===== src/hw/rtl/drs_pkg.sv =====
// Shared types and constants for the delay running statistics block.
// No dependencies; compile first.
package drs_pkg;

   localparam int DELAY_BITS_DEFAULT = 32;
   localparam int SUM_BITS_DEFAULT   = 64;
   localparam int FIELD_BITS         = 32;
   localparam int COUNT_BITS         = 64;

   localparam logic [COUNT_BITS-1:0] COUNT_MAX = '1;

   localparam logic STATUS_OK    = 1'b0;
   localparam logic STATUS_ERROR = 1'b1;

   typedef enum logic [3:0] {
      ST_IDLE,
      ST_CHECK,
      ST_OLD_MEAN,
      ST_LIMIT,
      ST_CLAMP,
      ST_REBUILD,
      ST_FIT,
      ST_ADD,
      ST_MEAN,
      ST_ERROR,
      ST_RESPOND
   } drs_state_type;

   typedef enum logic {
      OP_DIV,
      OP_MUL
   } drs_op_type;

   typedef struct packed {
      logic       start;
      drs_op_type op;
   } drs_unit_ctl_type;

endpackage


===== src/hw/rtl/drs_channels.sv =====
// Valid/ready channel interfaces for sample words and statistics words.
// Depends on drs_pkg.
interface drs_req_if import drs_pkg::*; ();
   logic                  valid;
   logic                  ready;
   logic [FIELD_BITS-1:0] delay_ms;

   modport source (output valid, output delay_ms, input ready);
   modport sink   (input valid, input delay_ms, output ready);
endinterface

interface drs_rsp_if import drs_pkg::*; ();
   logic                  valid;
   logic                  ready;
   logic [FIELD_BITS-1:0] average_delay;
   logic [FIELD_BITS-1:0] minimum_delay;
   logic [FIELD_BITS-1:0] maximum_delay;
   logic [COUNT_BITS-1:0] samples_seen;
   logic                  status;

   modport source (output valid, output average_delay, output minimum_delay,
                   output maximum_delay, output samples_seen, output status,
                   input ready);
   modport sink   (input valid, input average_delay, input minimum_delay,
                   input maximum_delay, input samples_seen, input status,
                   output ready);
endinterface


===== src/hw/rtl/drs_serial_unit.sv =====
// Bit-serial divide / multiply unit on one shared adder, one bit per cycle.
// Depends on drs_pkg.
module drs_serial_unit import drs_pkg::*; #(
   parameter int SUM_BITS = SUM_BITS_DEFAULT
) (
   input  logic                  clock,
   input  logic                  reset,
   input  drs_unit_ctl_type      ctl,
   input  logic [SUM_BITS-1:0]   opnd_a,
   input  logic [COUNT_BITS-1:0] opnd_b,
   output logic                  done,
   output logic [SUM_BITS-1:0]   result
);

   localparam int CNT_W = $clog2(SUM_BITS + 1);

   logic                  busy_ff, busy_in;
   logic                  done_ff, done_in;
   logic [CNT_W-1:0]      cnt_ff, cnt_in;
   drs_op_type            op_ff, op_in;
   logic [COUNT_BITS-1:0] b_ff, b_in;
   logic [COUNT_BITS:0]   work_ff, work_in;
   logic [SUM_BITS-1:0]   quo_ff, quo_in;

   logic [COUNT_BITS:0]   add_x, add_y;
   logic [COUNT_BITS+1:0] add_total;
   logic                  add_cin;

   always_comb begin
      if (op_ff == OP_DIV) begin
         add_x   = {work_ff[COUNT_BITS-1:0], quo_ff[SUM_BITS-1]};
         add_y   = ~{1'b0, b_ff};
         add_cin = 1'b1;
      end else begin
         add_x   = (COUNT_BITS+1)'({work_ff[SUM_BITS-2:0], 1'b0});
         add_y   = quo_ff[SUM_BITS-1] ? (COUNT_BITS+1)'(b_ff[SUM_BITS-1:0]) : '0;
         add_cin = 1'b0;
      end
      add_total = (COUNT_BITS+2)'(add_x) + (COUNT_BITS+2)'(add_y)
                + (COUNT_BITS+2)'(add_cin);
   end

   always_comb begin
      busy_in = busy_ff;
      done_in = 1'b0;
      cnt_in  = cnt_ff;
      op_in   = op_ff;
      b_in    = b_ff;
      work_in = work_ff;
      quo_in  = quo_ff;
      if (!busy_ff && ctl.start) begin
         busy_in = 1'b1;
         cnt_in  = CNT_W'(SUM_BITS);
         op_in   = ctl.op;
         b_in    = opnd_b;
         work_in = '0;
         quo_in  = opnd_a;
      end else if (busy_ff) begin
         cnt_in = cnt_ff - 1'b1;
         if (cnt_ff == CNT_W'(1)) begin
            busy_in = 1'b0;
            done_in = 1'b1;
         end
         if (op_ff == OP_DIV) begin
            work_in = add_total[COUNT_BITS+1] ? add_total[COUNT_BITS:0] : add_x;
            quo_in  = {quo_ff[SUM_BITS-2:0], add_total[COUNT_BITS+1]};
         end else begin
            work_in = (COUNT_BITS+1)'(add_total[SUM_BITS-1:0]);
            quo_in  = {quo_ff[SUM_BITS-2:0], 1'b0};
         end
      end
   end

   always_ff @(posedge clock) begin
      if (reset) begin
         busy_ff <= 1'b0;
         done_ff <= 1'b0;
         cnt_ff  <= '0;
      end else begin
         busy_ff <= busy_in;
         done_ff <= done_in;
         cnt_ff  <= cnt_in;
      end
      op_ff   <= op_in;
      b_ff    <= b_in;
      work_ff <= work_in;
      quo_ff  <= quo_in;
   end

   assign done   = done_ff;
   assign result = (op_ff == OP_DIV) ? quo_ff : work_ff[SUM_BITS-1:0];

endmodule


===== src/hw/rtl/delay_running_statistics.sv =====
// Running mean, minimum and maximum of delay samples, with history rescale.
// Depends on drs_pkg, drs_channels and drs_serial_unit.
//
// One sample word in gives one statistics word out. The first sample after
// reset, or after an error, seeds every statistic straight from the sample. A normal
// sample adds to the sum and recomputes the mean with the bit-serial divide.
// When the sum would overflow or the count is full, the history is rescaled
// first: one divide for the old mean, one more for the count limit when the
// mean is nonzero, one multiply to rebuild the sum and one more per halving of
// the count. The block takes no sample word while it works; a finished
// statistics word waits in an output register and the next sample is taken
// meanwhile. Status 1 means the count collapsed to zero; the next sample
// seeds again.
module delay_running_statistics import drs_pkg::*; #(
   parameter int DELAY_BITS = DELAY_BITS_DEFAULT,
   parameter int SUM_BITS   = SUM_BITS_DEFAULT
) (
   input  logic      clock,
   input  logic      reset,
   drs_req_if.sink   req_port,
   drs_rsp_if.source rsp_port
);

   localparam logic [SUM_BITS-1:0]   SUM_MAX   = '1;
   localparam logic [COUNT_BITS-1:0] SUM_MAX_W = COUNT_BITS'(SUM_MAX);

   drs_state_type         state_ff, state_in;
   logic [SUM_BITS-1:0]   sum_ff, sum_in;
   logic [COUNT_BITS-1:0] count_ff, count_in;
   logic [DELAY_BITS-1:0] mean_ff, mean_in;
   logic [DELAY_BITS-1:0] low_ff, low_in;
   logic [DELAY_BITS-1:0] high_ff, high_in;
   logic [DELAY_BITS-1:0] delay_ff, delay_in;
   logic [SUM_BITS-1:0]   old_mean_ff, old_mean_in;
   logic [SUM_BITS-1:0]   limit_ff, limit_in;

   logic                  rsp_valid_ff, rsp_valid_in;
   logic [FIELD_BITS-1:0] avg_ff, avg_in;
   logic [FIELD_BITS-1:0] min_ff, min_in;
   logic [FIELD_BITS-1:0] max_ff, max_in;
   logic [COUNT_BITS-1:0] seen_ff, seen_in;
   logic                  status_ff, status_in;
   logic                  rsp_status_ff, rsp_status_in;

   drs_unit_ctl_type      unit_ctl;
   logic [SUM_BITS-1:0]   unit_a;
   logic [COUNT_BITS-1:0] unit_b;
   logic                  unit_done;
   logic [SUM_BITS-1:0]   unit_result;

   logic [DELAY_BITS-1:0] sample;
   logic [COUNT_BITS-1:0] sample_w;
   logic                  fits_now;
   logic [SUM_BITS-1:0]   sum_added;
   logic [COUNT_BITS-1:0] count_inc;
   logic [COUNT_BITS-1:0] count_half;
   logic [COUNT_BITS-1:0] count_clamped;

   function automatic logic sample_fits(input logic [SUM_BITS-1:0] s,
                                        input logic [DELAY_BITS-1:0] dv);
      logic [COUNT_BITS-1:0] s_w;
      logic [COUNT_BITS-1:0] d_w;
      s_w = COUNT_BITS'(s);
      d_w = COUNT_BITS'(dv);
      return (d_w <= SUM_MAX_W) && (s_w <= SUM_MAX_W - d_w);
   endfunction

   drs_serial_unit #(
      .SUM_BITS (SUM_BITS)
   ) u_serial_unit (
      .clock  (clock),
      .reset  (reset),
      .ctl    (unit_ctl),
      .opnd_a (unit_a),
      .opnd_b (unit_b),
      .done   (unit_done),
      .result (unit_result)
   );

   assign sample        = DELAY_BITS'(COUNT_BITS'(req_port.delay_ms));
   assign sample_w      = COUNT_BITS'(sample);
   assign fits_now      = sample_fits(sum_ff, delay_ff);
   assign sum_added     = sum_ff + SUM_BITS'(COUNT_BITS'(delay_ff));
   assign count_inc     = count_ff + 1'b1;
   assign count_half    = count_ff >> 1;
   assign count_clamped = (old_mean_ff != '0 && count_ff > COUNT_BITS'(limit_ff)) ?
                          COUNT_BITS'(limit_ff) : count_ff;

   always_comb begin
      state_in      = state_ff;
      sum_in        = sum_ff;
      count_in      = count_ff;
      mean_in       = mean_ff;
      low_in        = low_ff;
      high_in       = high_ff;
      delay_in      = delay_ff;
      old_mean_in   = old_mean_ff;
      limit_in      = limit_ff;
      status_in     = status_ff;
      rsp_valid_in  = rsp_valid_ff && !rsp_port.ready;
      avg_in        = avg_ff;
      min_in        = min_ff;
      max_in        = max_ff;
      seen_in       = seen_ff;
      rsp_status_in = rsp_status_ff;
      unit_ctl.start = 1'b0;
      unit_ctl.op    = OP_DIV;
      unit_a         = sum_ff;
      unit_b         = count_ff;
      req_port.ready = (state_ff == ST_IDLE);

      unique case (state_ff)
         ST_IDLE: begin
            if (req_port.valid) begin
               delay_in = sample;
               if (count_ff == '0) begin
                  sum_in    = (sample_w > SUM_MAX_W) ? SUM_MAX : SUM_BITS'(sample_w);
                  count_in  = COUNT_BITS'(1);
                  mean_in   = sample;
                  low_in    = sample;
                  high_in   = sample;
                  status_in = STATUS_OK;
                  state_in  = ST_RESPOND;
               end else begin
                  state_in = ST_CHECK;
               end
            end
         end
         ST_CHECK: begin
            if (!fits_now || count_ff == COUNT_MAX) begin
               unit_ctl.start = 1'b1;
               unit_ctl.op    = OP_DIV;
               state_in       = ST_OLD_MEAN;
            end else begin
               state_in = ST_ADD;
            end
         end
         ST_OLD_MEAN: begin
            if (unit_done) begin
               old_mean_in = unit_result;
               count_in    = count_half + 1'b1;
               if (unit_result != '0) begin
                  unit_ctl.start = 1'b1;
                  unit_ctl.op    = OP_DIV;
                  unit_a         = SUM_MAX;
                  unit_b         = COUNT_BITS'(unit_result);
                  state_in       = ST_LIMIT;
               end else begin
                  state_in = ST_CLAMP;
               end
            end
         end
         ST_LIMIT: begin
            if (unit_done) begin
               limit_in = unit_result;
               state_in = ST_CLAMP;
            end
         end
         ST_CLAMP: begin
            count_in = count_clamped;
            if (count_clamped == '0) begin
               state_in = ST_ERROR;
            end else begin
               unit_ctl.start = 1'b1;
               unit_ctl.op    = OP_MUL;
               unit_a         = old_mean_ff;
               unit_b         = count_clamped;
               state_in       = ST_REBUILD;
            end
         end
         ST_REBUILD: begin
            if (unit_done) begin
               sum_in   = unit_result;
               state_in = ST_FIT;
            end
         end
         ST_FIT: begin
            if (fits_now) begin
               state_in = ST_ADD;
            end else begin
               count_in = count_half;
               if (count_half == '0) begin
                  state_in = ST_ERROR;
               end else begin
                  unit_ctl.start = 1'b1;
                  unit_ctl.op    = OP_MUL;
                  unit_a         = old_mean_ff;
                  unit_b         = count_half;
                  state_in       = ST_REBUILD;
               end
            end
         end
         ST_ADD: begin
            sum_in   = sum_added;
            count_in = count_inc;
            if (count_inc == '0) begin
               state_in = ST_ERROR;
            end else begin
               unit_ctl.start = 1'b1;
               unit_ctl.op    = OP_DIV;
               unit_a         = sum_added;
               unit_b         = count_inc;
               state_in       = ST_MEAN;
            end
         end
         ST_MEAN: begin
            if (unit_done) begin
               mean_in   = DELAY_BITS'(COUNT_BITS'(unit_result));
               low_in    = (delay_ff < low_ff) ? delay_ff : low_ff;
               high_in   = (delay_ff > high_ff) ? delay_ff : high_ff;
               status_in = STATUS_OK;
               state_in  = ST_RESPOND;
            end
         end
         ST_ERROR: begin
            status_in = STATUS_ERROR;
            state_in  = ST_RESPOND;
         end
         ST_RESPOND: begin
            if (!rsp_valid_ff || rsp_port.ready) begin
               rsp_valid_in  = 1'b1;
               avg_in        = FIELD_BITS'(COUNT_BITS'(mean_ff));
               min_in        = FIELD_BITS'(COUNT_BITS'(low_ff));
               max_in        = FIELD_BITS'(COUNT_BITS'(high_ff));
               seen_in       = count_ff;
               rsp_status_in = status_ff;
               state_in      = ST_IDLE;
            end
         end
         default: begin
            state_in = ST_IDLE;
         end
      endcase
   end

   always_ff @(posedge clock) begin
      if (reset) begin
         state_ff     <= ST_IDLE;
         sum_ff       <= '0;
         count_ff     <= '0;
         mean_ff      <= '0;
         low_ff       <= '0;
         high_ff      <= '0;
         status_ff    <= STATUS_OK;
         rsp_valid_ff <= 1'b0;
      end else begin
         state_ff     <= state_in;
         sum_ff       <= sum_in;
         count_ff     <= count_in;
         mean_ff      <= mean_in;
         low_ff       <= low_in;
         high_ff      <= high_in;
         status_ff    <= status_in;
         rsp_valid_ff <= rsp_valid_in;
      end
      delay_ff      <= delay_in;
      old_mean_ff   <= old_mean_in;
      limit_ff      <= limit_in;
      avg_ff        <= avg_in;
      min_ff        <= min_in;
      max_ff        <= max_in;
      seen_ff       <= seen_in;
      rsp_status_ff <= rsp_status_in;
   end

   assign rsp_port.valid         = rsp_valid_ff;
   assign rsp_port.average_delay = avg_ff;
   assign rsp_port.minimum_delay = min_ff;
   assign rsp_port.maximum_delay = max_ff;
   assign rsp_port.samples_seen  = seen_ff;
   assign rsp_port.status        = rsp_status_ff;

endmodule


===== src/flat_wrapper.sv =====
// flat-port wrapper written by rule: the top's interface ports become plain ports
module delay_running_statistics_flat import drs_pkg::*;
#(
   parameter int DELAY_BITS = DELAY_BITS_DEFAULT,
   parameter int SUM_BITS   = SUM_BITS_DEFAULT
)
  (clock, reset, req_port_valid, req_port_delay_ms, req_port_ready, rsp_port_valid, rsp_port_average_delay, rsp_port_minimum_delay, rsp_port_maximum_delay, rsp_port_samples_seen, rsp_port_status, rsp_port_ready);
  drs_req_if req_port_i ();
  drs_rsp_if rsp_port_i ();
  input  logic clock;
  input  logic reset;
  input wire logic [$bits(req_port_i.valid)-1:0] req_port_valid;
  input wire logic [$bits(req_port_i.delay_ms)-1:0] req_port_delay_ms;
  output wire logic [$bits(req_port_i.ready)-1:0] req_port_ready;
  output wire logic [$bits(rsp_port_i.valid)-1:0] rsp_port_valid;
  output wire logic [$bits(rsp_port_i.average_delay)-1:0] rsp_port_average_delay;
  output wire logic [$bits(rsp_port_i.minimum_delay)-1:0] rsp_port_minimum_delay;
  output wire logic [$bits(rsp_port_i.maximum_delay)-1:0] rsp_port_maximum_delay;
  output wire logic [$bits(rsp_port_i.samples_seen)-1:0] rsp_port_samples_seen;
  output wire logic [$bits(rsp_port_i.status)-1:0] rsp_port_status;
  input wire logic [$bits(rsp_port_i.ready)-1:0] rsp_port_ready;
  assign req_port_i.valid = req_port_valid;
  assign req_port_i.delay_ms = req_port_delay_ms;
  assign req_port_ready = req_port_i.ready;
  assign rsp_port_valid = rsp_port_i.valid;
  assign rsp_port_average_delay = rsp_port_i.average_delay;
  assign rsp_port_minimum_delay = rsp_port_i.minimum_delay;
  assign rsp_port_maximum_delay = rsp_port_i.maximum_delay;
  assign rsp_port_samples_seen = rsp_port_i.samples_seen;
  assign rsp_port_status = rsp_port_i.status;
  assign rsp_port_i.ready = rsp_port_ready;
  delay_running_statistics #(.DELAY_BITS(DELAY_BITS), .SUM_BITS(SUM_BITS)) u_core (.clock(clock), .reset(reset), .req_port(req_port_i), .rsp_port(rsp_port_i));
endmodule

===== config.mk =====
export PLATFORM = sky130hd
export DESIGN_NAME = delay_running_statistics_flat
export DESIGN_NICKNAME = d
export VERILOG_FILES = /design/src/hw/rtl/drs_pkg.sv /design/src/hw/rtl/drs_channels.sv /design/src/hw/rtl/drs_serial_unit.sv /design/src/hw/rtl/delay_running_statistics.sv /design/src/flat_wrapper.sv
export SDC_FILE = /design/constraint.sdc
export NUM_CORES = 2
export LEC_CHECK = 0
export BUFFER_PORTS_ARGS = -buffer_cell sky130_fd_sc_hd__buf_2
export CORE_ASPECT_RATIO = 2
export CORE_MARGIN = 3
export CORE_UTILIZATION = 35
export DETAILED_ROUTE_END_ITERATION = 10
export GPL_ROUTABILITY_DRIVEN = 0
export PLACE_DENSITY_LB_ADDON = 0.1
export SYNTH_ARGS = -nofsm -noshare
export SYNTH_HDL_FRONTEND = slang
export SYNTH_SLANG_ARGS = --single-unit

===== constraint.sdc =====
create_clock -name clock -period 6.15 [get_ports clock]
set_input_delay 0.3075 -clock clock [delete_from_list [all_inputs] [get_ports clock]]
set_output_delay 0.3075 -clock clock [all_outputs]
set_load 0.1 [all_outputs]

# Word-level counts from Yosys, hierarchy flattened
# Cells that the tools add are included.
[classes]
add_sub_neg = 7
n_mul = 0
div_mod_pow = 0
n_lt_le_gt_ge = 5
n_eq_ne = 22
shift = 0
n_mux = 79
bitwise_logic = 2
reduce_logical = 34
[op_table]
columns = ["cell", "n"]
rows = [
  ["$mux 64", 27],
  ["$pmux 64 s4", 2],
  ["$pmux 64 s5", 1],
  ["$logic_not 64->1", 4],
  ["$mux 32", 7],
  ["$pmux 32 s2", 3],
  ["$pmux 64 s3", 1],
  ["$mux 65", 2],
  ["$reduce_bool 64->1", 2],
  ["$add 65x65->66", 1],
  ["$add 66x1->66", 1],
  ["$not 64->65", 1],
  ["$add 63x1->64 const B", 1],
  ["$add 64x1->64 const B", 1],
  ["$add 64x32->64", 1],
  ["$eq 64x64->1 const B", 1],
  ["$gt 32x64->1 const B", 1],
  ["$gt 64x64->1", 1],
  ["$le 64x64->1", 1],
  ["$pmux 4 s11", 1],
  ["$mux 4", 10],
  ["$sub 1x33->34 const A", 1],
  ["$gt 32x32->1", 1],
  ["$lt 32x32->1", 1],
  ["other kinds (28)", 76],
]
[word_totals]
reg_bits = 753
latchBits = 0
ram_bits = 0
mem_bits_ro = 0
wordCells = 173
n_memories = 0

# Depth between registers and ports, before layout
[logic_depth]
ltp_word = 8
ltp_mapped = 25

# Hierarchy
# A second synthesis with hierarchy kept.
[unflattened]
cells_unflattened = 5005
hier_area_um2 = 45677.6
[modules_own_cells]
columns = ["module", "instances", "cells_each", "area_each_um2", "seq_area_each_um2"]
rows = [
  ["delay_running_statistics", 1, 3670, 32892.8, 14243.7],
  ["drs_serial_unit", 1, 1335, 12784.8, 5335.1],
]

# Least setup slack after synthesis
# Ideal clock, no wire load.
[synth_path]
kind = "register to register"
start = "register u_core.u_serial_unit.op_ff"
end = "register u_core.u_serial_unit.work_ff[0]"
t_arrival_ns = 6.031
required_time_ns = 6.033
path_slack_ns = 0.002
stages_incl_launch_ff = 24
n_path_buf = 9
period_less_slack_ns = 6.148
path_cell_list = "edfxtp_1 -> buf_2 -> buf_1 -> clkbuf_1 -> clkbuf_1 -> clkbuf_1 -> and2_1 -> clkbuf_1 -> clkbuf_1 -> nand2_1 -> o21ai_0 -> ha_1 -> a21o_1 -> or3_1 -> o21ba_2 -> a21boi_0 -> a21oi_1 -> a21oi_1 -> o21ai_1 -> a211oi_1 -> clkbuf_1 -> clkbuf_1 -> o21ai_0 -> a22o_1"
[synth_between]
elab_chain_len = 6
[synth_lines]
columns = ["item", "line", "source"]
rows = [
  ["from (decl)", "drs_serial_unit.sv:20", "drs_op_type op_ff, op_in;"],
  ["from (signal assigned)", "drs_serial_unit.sv:84", "op_ff <= op_in;"],
  ["branches (longest 6 deep; another with $add 65x65->66)", "--", ""],
  ["to (signal assigned)", "drs_serial_unit.sv:86", "work_ff <= work_in;"],
  ["to (decl)", "drs_serial_unit.sv:22", "logic [COUNT_BITS:0] work_ff, work_in;"],
]
# Parallel ways; which one is timed is not known.
# A chain may end at the register's enable or synchronous reset.

# Worst setup path after layout
[layout_path]
start = "register u_core.count_ff[22]"
end = "register u_core.u_serial_unit.b_ff[17], data pin"
[layout_between]
elab_chain_len = 6
[layout_lines]
columns = ["item", "line", "source"]
rows = [
  ["from (decl)", "delay_running_statistics.sv:29", "logic [COUNT_BITS-1:0] count_ff, count_in;"],
  ["from (signal assigned)", "delay_running_statistics.sv:249", "count_ff <= count_in;"],
  ["$gt 64x64->1", "delay_running_statistics.sv:86", "assign count_clamped = (old_mean_ff != '0 && count_ff > COUNT_BITS'(limit_ff)) ?"],
  ["$logic_and 1x1->1", "delay_running_statistics.sv:86", ""],
  ["$mux 64", "delay_running_statistics.sv:86", ""],
  ["$logic_not 64->1", "delay_running_statistics.sv:161", "if (count_clamped == '0) begin"],
  ["$mux 64", "delay_running_statistics.sv:161", ""],
  ["$pmux 64 s4 *", "delay_running_statistics.sv:112", "unique case (state_ff)"],
  ["via u_core.u_serial_unit.opnd_b[17]", "drs_serial_unit.sv:10", "input logic [COUNT_BITS-1:0] opnd_b,"],
  ["to (signal assigned)", "drs_serial_unit.sv:85", "b_ff <= b_in;"],
  ["to (decl)", "drs_serial_unit.sv:21", "logic [COUNT_BITS-1:0] b_ff, b_in;"],
]
# Mark *: on every way through the listed nets, which the timed path passes. The rest lies on a longest branch.

==> results by group <==
CTS
  • Clk_lat worst skew: 0.71 ns
  • Htree depth: 3
  • Clk buf depth: 3
  • Clock transition at the registers of the reported paths: 0.07 ns
  • CTS tree: built
  • Post_cts resized: 0
  • Clock Sinks: 753
  • Root buf cell: clkbuf_16
  • Num CTS Buffers: 76

GRT
  • Overflow after GRT: 0
  • Global-route wire length before repair: 331000 um
  • Vias in the first global route: 44900
  • GR met1 Demand/Resource: 31.5%
  • Largest net degree at the start of global routing: 133
  • Antenna violations before repair: 9
  • Met2 Resource Use GR: 59.1%
  • GRT Overall Usage: 33.4%
  • GR Layer Usage met3: 5.68%
  • Top Usage Layer GRT: met2

Power
  • Int Pwr: 14.5 mW
  • Power Total: 27.8 mW
  • Peak supply drop: 0.410 mV
  • Leakage power: 20.1 nW
  • Clock network fraction of design power: 18.9%
  • Comb pwr share: 51.2%
  • Switching power: 13.3 mW
  • Switching share of total power: 47.8%
  • Sequential Power Share: 29.9%
  • Cell Pwr Density: 515 mW/mm2

Setup path
  • Startpoint types: register
  • Worst EP required: 6.53 ns
  • Crit Path Max Fanout: 19
  • Critical Path AT: 6.37 ns
  • Setup CP Type: reg2reg
  • CP endpoint kind: register

Die
  • Initial core utilization: 35.4%
  • Core area: 0.132 mm2
  • Die width: 264 um
  • Die ar.: 0.138 mm2
  • Rows: 188
  • I/O pin count: 199
  • Die Y: 522 um

Layout
  • Fill cells: 13400
  • Layout cells sized above 1: 13.3%
  • Final net count: 5772
  • Final Util: 41.0%
  • Fin cells: 7291
  • Layout area overhead: 15.7%

Routing
  • DRT Pass-1 Iters: 8
  • Mean number of vias per cell: 6.24
  • Starting DRT DRC Count: 4138
  • Drt wl/cell: 32.6 um
  • Routed vias: 45500
  • DRC: 0
  • Post-Route WL: 237000 um
  • Final ANT Viol Nets: 0

Synthesis
  • Yosys reg bits: 753
  • Synthesized area: 0.0466 mm2
  • Synth top area share: 29.0%
  • Ys flop type: edfxtp_1
  • Cells after Synth: 5300
  • Asr flop ratio synth: 0%
  • Post-synth EDFFs: 450
  • Distinct cell type count of the synthesized netlist: 95
  • Syn Area/Cell: 8.80 um2
  • Yosys warns: 0
  • Total nets after synthesis: 5568
  • Largest area contributor in the netlist: edfxtp_1
  • Synth area leaders: edfxtp_1 29%, dfxtp_1 13%, ha_1 6.1%
  • Post-synthesis sequential area ratio: 42.0%

Hold path
  • Worst hold path class: in2reg

Status
  • Outcome: complete, no violations

STA
  • Final min period: 5.99 ns
  • Setup TNS: 0 ns
  • Least-Margin Pin Slew: 1.44 ns
  • Worst Skew: 0.0363 ns
  • RSZ-0062 raised after global routing: false
  • Relative slew margins: 3.44%
  • Final Max Tran Viols: 0
  • Max Freq: 167 MHz
  • Final hold vios: 0
  • Crit share post-route: 97.4%
  • Final Setup Violations: 0

Place
  • DP HPWL: 180000 um
  • Dpl cells: 7103
  • Port bufs: 198

Run
  • MaxCap Viol Count: 0
layout by cell type, fill, tap and decap left out, types with 27 or more instances in the layout:
cell,synthesis,layout
a22oi_1,50,50
nand2_1,658,657
buf_4,8,252
or3_1,33,32
inv_1,214,212
mux2_2,45,45
nand4_1,140,140
xor2_1,78,78
nor2_1,534,532
o21ai_0,350,350
buf_2,43,197
mux2i_1,68,68
and3_1,42,39
a221oi_1,84,83
a21o_1,84,83
clkbuf_16,0,80
a311oi_1,138,138
buf_12,0,27
ha_1,229,229
nor4_1,121,114
dfxtp_1,303,303
xnor2_1,110,110
a211oi_1,56,53
nand2b_1,31,31
nand3_1,131,130
a31oi_1,46,46
edfxtp_1,450,450
nor3_1,97,96
o31ai_1,56,56
o211ai_1,27,27
a21oi_1,342,342
dlygate4sd3_1,0,33
area by class of cell:
type | instances | area [um2] | area share [%]
inverters | 216 | 813 | 1.51
well taps | 1710 | 2140 | 3.97
flip-flops and latches | 753 | 19600 | 36.3
diodes | 14 | 35.0 | 0.0649
multi-input cells | 3947 | 24900 | 46.2
clock buffers | 106 | 2160 | 4.00
clock inverters | 35 | 537 | 0.995
repair buffers | 510 | 3760 | 6.97
timing repair:
action / 4_1_cts / 5_1_grt
hold buffers: 33 / 0
hold endpoints to repair: 86 / 0
buffers inserted: 0 / 0
flip-flops by register name (all words and copies together) (netlist names):
name and cells:
u_core.u_serial_unit.cnt_ff 7, u_core.rsp_port.minimum_delay 32, u_core.rsp_port.average_delay 32, u_core.u_serial_unit.b_ff 64, u_core.rsp_port.maximum_delay 32, u_core.rsp_port.status 1, u_core.u_serial_unit.done 1, u_core.low_ff 32
u_core.mean_ff 32, u_core.u_serial_unit.quo_ff 64, u_core.u_serial_unit.work_ff 64, u_core.rsp_port.samples_seen 64, u_core.high_ff 32, u_core.rsp_port.valid 1, u_core.state_ff 4, u_core.u_serial_unit.op_ff 1
u_core.limit_ff 64, u_core.sum_ff 64, u_core.u_serial_unit.busy_ff 1, u_core.delay_ff 32, u_core.count_ff 64, u_core.old_mean_ff 64, u_core.status_ff 1
worst paths after layout:
| check | slack [ns] | depth (start not counted) | startpoint | endpoint |
|---|---|---|---|---|
| max reg2reg | 0.16 | 12 | u_core.count_ff[22] | u_core.u_serial_unit.b_ff[17] |
| min | 0.12 | 2 | reset | u_core.mean_ff[25] |
| max | 0.16 | 12 | u_core.count_ff[22] | u_core.u_serial_unit.b_ff[17] |
| min reg2reg | 0.43 | 0 | u_core.status_ff | u_core.rsp_port.status |
worst max-delay path, stage by stage (launching register included):
cell and delay (ns):
dfxtp_1 0.95, nand4_2 0.40, nor4_1 1.00, nand3_1 0.25, xnor2_1 0.37, nand4_1 0.15
or4_1 0.59, nor4_4 0.35, buf_4 0.19, a21oi_4 0.14, buf_4 0.30, a21oi_1 0.70
o2111ai_1 0.23
power groups by stage:
stage | Sequential (mW) | Clock, mW | Combinational (mW)
CTS | 8.26 | 5.34 | 14.0
global route | 8.39 | 5.51 | 15.3
detailed placement | 8.36 | 0 | 13.9
floorplan | 7.89 | 0 | 8.63
global placement | 8.36 | 0 | 13.8
finish | 8.31 | 5.26 | 14.2
synth_stat cells (97+ instances only):
| cell | number |
|---|---|
| o21ai_0 | 350 |
| nor4_1 | 121 |
| nand4_1 | 140 |
| xnor2_1 | 110 |
| dfxtp_1 | 303 |
| a21oi_1 | 342 |
| nand3_1 | 131 |
| inv_1 | 214 |
| nor3_1 | 97 |
| nand2_1 | 658 |
| a311oi_1 | 138 |
| nor2_1 | 534 |
| ha_1 | 229 |
| clkbuf_1 | 297 |
| edfxtp_1 | 450 |
stage by stage:
stage / worst slack (ns) / instance area, um2 / hold slack (ns)
after floorplan: 0.00179 / 46600 / 0.406
after global placement: 0.618 / 50900 / 0.416
after detailed placement: 0.568 / 50900 / 0.420
after CTS: 0.547 / 53900 / 0.0807
after global routing: 0.130 / 53900 / 0.118
final: 0.160 / 54000 / 0.120
logic make-up (layout without fill, tap and decap cells):
family                   Yosys count  after routing  synth area share (%)
AND/OR/NAND/NOR                 1940           1940                  19.5
AO/OA/AOI/OAI                   1474           1474                  21.1
flip-flops                       753            753                  42.0
buffers and inverters            600            867                  5.05
adder cells (fa/ha/maj)          232            232                  6.27
XOR/XNOR                         188            188                  3.53
multiplexers                     113            113                  2.55
other                              0             14                     0
per-layer routing:
layer | vias up | share of wire (%)
li1 | 20200 | -
met4 | 2 | 13
met5 | - | 0.0063
met2 | 2339 | 50
met1 | 22000 | 32
met3 | 987 | 6.1
Power figures use the tool's default switching activity.
